<file path="config.mk">
export PLATFORM = sky130hd
export DESIGN_NAME = gce_front
export DESIGN_NICKNAME = d
export VERILOG_FILES = /design/src/rtl/gce_pkg.sv /design/src/rtl/gce_front.sv
export SDC_FILE = /design/constraint.sdc
export NUM_CORES = 1
export LEC_CHECK = 0
export BUFFER_PORTS_ARGS = -buffer_cell sky130_fd_sc_hd__buf_2
export CAP_MARGIN = 20
export CELL_PAD_IN_SITES_DETAIL_PLACEMENT = 0
export CELL_PAD_IN_SITES_GLOBAL_PLACEMENT = 1
export CORE_MARGIN = 4
export CORE_UTILIZATION = 25
export CTS_CLUSTER_SIZE = 20
export DETAILED_ROUTE_END_ITERATION = 10
export HOLD_SLACK_MARGIN = 0.06
export PLACE_DENSITY = 0.62
export REMOVE_ABC_BUFFERS = 1
export SKIP_LAST_GASP = 1
export SYNTH_ARGS = -nofsm -noshare
export SYNTH_HDL_FRONTEND = slang
export SYNTH_SLANG_ARGS = --single-unit
export TNS_END_PERCENT = 100
</file>
<file path="constraint.sdc">
create_clock -name clk -period 18.6 [get_ports clk]
set_input_delay 3.72 -clock clk [delete_from_list [all_inputs] [get_ports clk]]
set_output_delay 3.72 -clock clk [all_outputs]
set_load 0.01 [all_outputs]
</file>
<file path="src/rtl/gce_pkg.sv">
// Shared types, constants and colour unpacking for the graphics command engine
`default_nettype none
package gce_pkg;
	localparam int SCREEN_WIDTH  = 300;
	localparam int SCREEN_ROWS   = 216;
	localparam int VIEW_WIDTH    = 288;
	localparam int VIEW_HEIGHT   = 192;
	localparam int FB_DEPTH      = SCREEN_WIDTH * SCREEN_ROWS;
	localparam int FB_AW         = $clog2(FB_DEPTH);
	localparam int XW            = $clog2(SCREEN_WIDTH);
	localparam int YW            = $clog2(SCREEN_ROWS);
	localparam int BORDER_W      = (VIEW_WIDTH < SCREEN_WIDTH) ?
		(SCREEN_WIDTH - VIEW_WIDTH) / 2 : 0;
	localparam int BORDER_H      = (VIEW_HEIGHT < SCREEN_ROWS) ?
		(SCREEN_ROWS - VIEW_HEIGHT) / 2 : 0;
	localparam int QDEPTH        = 2;

	typedef enum logic [3:0] {
		OP_NOP = 4'd0, OP_PRESET = 4'd1, OP_BORDER = 4'd2, OP_TILE = 4'd3,
		OP_TILE_XOR = 4'd4, OP_LOAD = 4'd5, OP_SCROLL = 4'd6, OP_TRANS = 4'd7,
		OP_READ = 4'd8
	} opcode_t;

	typedef enum logic [1:0] {
		ST_DONE = 2'd0, ST_BAD_OP = 2'd1, ST_OFF_SCREEN = 2'd2
	} status_t;

	typedef enum logic [1:0] {
		DIR_HOLD = 2'd0, DIR_RIGHT = 2'd1, DIR_LEFT = 2'd2, DIR_HOLD_ALT = 2'd3
	} dir_t;

	typedef enum logic [2:0] {
		K_QUICK, K_FILL, K_BORDER, K_TILE, K_SCROLL_R, K_SCROLL_L, K_READ
	} kind_t;

	typedef enum logic [2:0] {
		B_IDLE, B_RD, B_WR, B_READWAIT, B_OUT
	} bstate_t;

	// Classified command as it travels from front to back
	typedef struct packed {
		kind_t       kind;
		logic        xor_mode;
		logic [1:0]  status;
		logic [3:0]  color_a;
		logic [3:0]  color_b;
		logic [XW-1:0] x0;
		logic [YW-1:0] y0;
		logic [71:0] bits;
		logic        pal_we;
		logic [3:0]  pal_idx;
		logic [11:0] pal_rgb;
		logic        trans_we;
		logic        rd_ok;
		logic [XW-1:0] rd_x;
		logic [YW-1:0] rd_y;
	} cmd_t;

	function automatic logic [11:0] unpack_color(input logic [15:0] w);
		logic [15:0] d;
		d = w & 16'h3F3F;
		return {d[13:10], d[9:8], d[5:4], d[3:0]};
	endfunction
endpackage
`default_nettype wire

</file>
<file path="src/rtl/gce_front.sv">
// Front end: accepts commands, checks them and queues them for execution
`default_nettype none
module gce_front (
	input  wire logic clk,
	input  wire logic arst_n,
	input  wire logic in_valid,
	output logic      in_ready,
	input  wire logic [3:0]  opcode,
	input  wire logic [3:0]  color_a,
	input  wire logic [3:0]  color_b,
	input  wire logic [4:0]  tile_row,
	input  wire logic [5:0]  tile_col,
	input  wire logic [35:0] tile_bits_top,
	input  wire logic [35:0] tile_bits_bottom,
	input  wire logic [1:0]  scroll_dir,
	input  wire logic [3:0]  palette_index,
	input  wire logic [15:0] color_word,
	input  wire logic [8:0]  read_x,
	input  wire logic [7:0]  read_y,
	output logic      q_valid,
	input  wire logic q_pop,
	output gce_pkg::cmd_t q_cmd
);
	gce_pkg::cmd_t c;
	gce_pkg::cmd_t q_mem_q [gce_pkg::QDEPTH];
	logic [$clog2(gce_pkg::QDEPTH):0] cnt_q;
	logic rp_q, wp_q;
	logic [10:0] x0w, y0w;
	logic push;

	always_comb begin
		x0w = 11'(tile_col) * 11'd6;
		y0w = 11'(tile_row) * 11'd12;
		c = '0;
		c.kind = gce_pkg::K_QUICK;
		c.status = gce_pkg::ST_DONE;
		c.color_a = color_a;
		c.color_b = color_b;
		c.x0 = gce_pkg::XW'(x0w);
		c.y0 = gce_pkg::YW'(y0w);
		c.bits = {tile_bits_top, tile_bits_bottom};
		c.pal_idx = palette_index;
		c.pal_rgb = gce_pkg::unpack_color(color_word);
		c.rd_ok = (32'(read_x) < gce_pkg::SCREEN_WIDTH) &&
			(32'(read_y) < gce_pkg::SCREEN_ROWS);
		c.rd_x = gce_pkg::XW'(read_x);
		c.rd_y = gce_pkg::YW'(read_y);
		case (opcode)
			gce_pkg::OP_NOP: ;
			gce_pkg::OP_PRESET: c.kind = gce_pkg::K_FILL;
			gce_pkg::OP_BORDER: c.kind = gce_pkg::K_BORDER;
			gce_pkg::OP_TILE, gce_pkg::OP_TILE_XOR: begin
				c.xor_mode = (opcode == gce_pkg::OP_TILE_XOR);
				if (32'(x0w) + 6 > gce_pkg::SCREEN_WIDTH ||
					32'(y0w) + 12 > gce_pkg::SCREEN_ROWS)
					c.status = gce_pkg::ST_OFF_SCREEN;
				else
					c.kind = gce_pkg::K_TILE;
			end
			gce_pkg::OP_LOAD: c.pal_we = 1'b1;
			gce_pkg::OP_SCROLL: begin
				if (scroll_dir == gce_pkg::DIR_RIGHT) c.kind = gce_pkg::K_SCROLL_R;
				else if (scroll_dir == gce_pkg::DIR_LEFT) c.kind = gce_pkg::K_SCROLL_L;
			end
			gce_pkg::OP_TRANS: c.trans_we = 1'b1;
			gce_pkg::OP_READ: c.kind = gce_pkg::K_READ;
			default: c.status = gce_pkg::ST_BAD_OP;
		endcase
	end

	assign in_ready = (cnt_q != ($clog2(gce_pkg::QDEPTH)+1)'(gce_pkg::QDEPTH));
	assign push = in_valid && in_ready;
	assign q_valid = (cnt_q != '0);
	assign q_cmd = q_mem_q[rp_q];

	always_ff @(posedge clk) begin
		if (push) q_mem_q[wp_q] <= c;
	end

	always_ff @(posedge clk or negedge arst_n) begin
		if (!arst_n) begin
			cnt_q <= '0;
			rp_q <= 1'b0;
			wp_q <= 1'b0;
		end else begin
			if (push) wp_q <= ~wp_q;
			if (q_pop) rp_q <= ~rp_q;
			cnt_q <= cnt_q + ($clog2(gce_pkg::QDEPTH)+1)'(push)
				- ($clog2(gce_pkg::QDEPTH)+1)'(q_pop);
		end
	end

`ifndef SYNTH
	a_no_overflow: assert property (@(posedge clk) disable iff (!arst_n)
		cnt_q == ($clog2(gce_pkg::QDEPTH)+1)'(gce_pkg::QDEPTH) |-> !push)
		else $error("queue overflow");
	a_no_underflow: assert property (@(posedge clk) disable iff (!arst_n)
		q_pop |-> q_valid) else $error("queue underflow");
	a_count: assert property (@(posedge clk) disable iff (!arst_n)
		(push && !q_pop) |=> cnt_q == $past(cnt_q) + 1'b1)
		else $error("count not advanced");
`endif
endmodule
`default_nettype wire

</file>
==> reports/qor.yml <==
yosys:
  synth_compound_area_share_pct: 2.86
  synth-seq-cells: 276
  synthDominantCellAreaShare_pct: 74.3
  yosysTopAreaCell: "edfxtp_1"
  synth_xor_area_share_pct: 0.637
  synthTopCellsByArea: "edfxtp_1 (74%), mux2_2 (14%), ha_1 (2.3%)"
  ys_types: 51
  synth_warnings: 0
  synth-edff-count: 272
  synth-simple-area-share_pct: 3.19
  muxShareOfSynthArea_pct: 13.9
  synth_adder_area_share_pct: 2.64
  ys_seq_area_share_pct: 75.2
  syn_area_per_cell_um2: 18.5
  syn_area_um2: 11000
  synth_top_family_by_area: "multiplexers"
  synth-main-ff-cell: "edfxtp_1"
  ys_async_sr_fraction_pct: 1.45
  netlist_top_cells_count: "edfxtp_1 (272), mux2_2 (136), inv_1 (22)"
  netlist_instances: 593
  synth.most_common_cell: "edfxtp_1"
sta:
  setup_viol: 0
  fin_crit_sh_pct: 33.5
  final-hold-violation-count: 0
  slew_viol_final: 0
  final.min_clock_period_ns: 6.23
  worst_clock_skew_ns: 0.00654
  tightest_slew_ns: 1.03
  timing.fmax_mhz: 161
  fin_ws_ns: 12.37
  grt_setup_unrepaired: "no"
  fin_tns_setup_ns: 0
  slew_headroom_pct: 31.4
pwr:
  p_per_area_nw_per_um2: 148
  power_frac_seq_pct: 42.5
  peakVddDrop_mv: 0.0715
  switching_power_mw: 0.627
  p_clk_share_pct: 27.3
  p_comb_share_pct: 30.2
  intPower_mw: 1.46
  switching_share_pct: 30.1
  cellLeakagePower_nw: 5.22
global_route:
  overflow: 0
  antenna_found_initial: 0
  grt_max_degree: 71
  track_usage_pct: 9.88
  grt_pass1_wl_mm: 36.9
  grt_pass1_vias: 6470
die:
  num_rows: 76
  die_area_um2: 47400
  start_util_pct: 25.4
  boundaryPins: 279
  die_w_um: 218
  die_h_um: 218
  fp.coreArea_um2: 43300
route:
  drtIter0Drc: 242
  routedWlPerCell_um: 16.4
  avgViaCountPerCell: 4.10
  dr_wl_met2_mm: 12.3
  top_layer: "met4"
  dr_total_vias: 6106
  routed_wl_mm: 24.5
  drc: 0
  drtPass1Iterations: 4
  met3_length_mm: 1.86
  drtAntennaViolNets: 0
  wl_met1_mm: 9.79
critical_path:
  cp-end-kind: "output port"
  cp_data_arrival_time_ns: 2.51
  required_ns: 14.88
  critPathLaunchType: "flop"
  crit_fanout: 65
  worstSetupPathType: "reg2out"
clock_network:
  cts_made_buffers: 31
  cts.path.max_buffers: 3
  htreeDepth: 1
  post_cts_buffers: 0
  cts.sinks: 276
  clk_latency_ns: 0.57
  clk_root_buffer_cell: "clkbuf_16"
  ctsHoldBuffers: 0
  cts_tree: "yes"
  clk_pin_slew_worst_paths_ns: 0.05
  cts_resized: 0
hold_path:
  hp-class: "reg2reg"
final_layout:
  areaGrowthSynthToFinish_pct: 27.7
  antenna_cells: 0
  drive_above_1_share_pct: 51.7
  fin_nets: 1046
  fillers: 4220
place:
  gp_congestion: 0.753
  preCtsSetupSlack_ns: 12.02
  hpwlAfterDp_mm: 16.5
  io_buffers: 271
outcome:
  status: "completed"
job:
  cap_violations: 0
[kinds of logic (layout without fill, tap and decap cells)]
group | Yosys count | count (layout)
flip-flops | 276 | 276
multiplexers | 136 | 136
AND/OR/NAND/NOR | 64 | 64
AO/OA/AOI/OAI | 44 | 44
buffers and inverters | 42 | 353
adder cells (fa/ha/maj) | 22 | 22
XOR/XNOR | 8 | 8
other | 1 | 3
[routing by layer]
layer  global-route usage [%]  up-vias
li1                         -     2883
met1                     11.5     3008
met2                     17.8      182
met3                     3.05       33
met4                     2.59        0
met5                        0        -
[stage by stage]
step	total power [mW]	std cells	util (%)	area [µm²]	hold slack [ns]
final	2.08	1491	32.5	14000	0.508
after global routing	2.21	1491	32.5	14000	0.546
after CTS	2.14	1491	32.5	14000	0.523
after detailed placement	1.55	1438	30.3	13100	0.489
after global placement	1.54	1437	30.2	13100	0.483
after floorplan	1.31	575	-	10900	0.460
[worst max-delay path: stages, from the launching register on]
cell and delay [ns]:
dfrtp_4 0.48, buf_4 0.73, mux2_2 0.48, buf_2 0.16
[flip-flops by register name, indices dropped and copies added, names as in the netlist]
| register | count |
|---|---|
| rp_q | 1 |
| q_mem_q | 272 |
| wp_q | 1 |
| cnt_q | 2 |
[layout make-up]
cell class / count / area (µm²) / share of cell area, %
Clock buffer: 35 / 791 / 5.63
Tap cell: 585 / 732 / 5.21
Clock inverter: 18 / 158 / 1.12
Sequential cell: 276 / 8270 / 58.9
Inverter: 22 / 82.6 / 0.588
Timing Repair Buffer: 278 / 1430 / 10.2
Multi-Input combinational cell: 277 / 2580 / 18.4
[power by group through the flow]
stage	clock network, mW	registers (mW)	logic, mW
2_1_floorplan	0	0.951	0.361
3_3_place_gp	0	0.893	0.646
3_5_place_dp	0	0.899	0.652
4_1_cts	0.596	0.887	0.656
5_1_grt	0.622	0.897	0.692
6_report	0.570	0.885	0.629
[final timing paths]
check,start,to,slack (ns),cells after the start
min in group asynchronous,arst_n,cnt_q[1],2.95,1
max reg2reg,cnt_q[1],q_mem_q[0][39],15.49,5
max in group asynchronous,arst_n,rp_q,15.51,1
min,cnt_q[1],cnt_q[1],0.51,1
max,rp_q,q_cmd[25],12.37,3
min reg2reg,cnt_q[1],cnt_q[1],0.51,1
[placed cells by master, fill, tap and decap left out, types with 4 or more instances in the layout]
master	instances
mux2_2	136
nand2_1	9
nand3_1	4
buf_4	6
ha_1	20
nor2_1	13
xor2_1	4
buf_2	271
inv_1	22
nor2b_1	4
a21oi_1	9
a21o_1	4
clkinv_2	4
xnor2_1	4
clkbuf_16	31
clkinv_1	7
edfxtp_1	272
clkbuf_1	4
nor3_1	8
o21ai_0	6
Power figures use the tool's default switching activity.
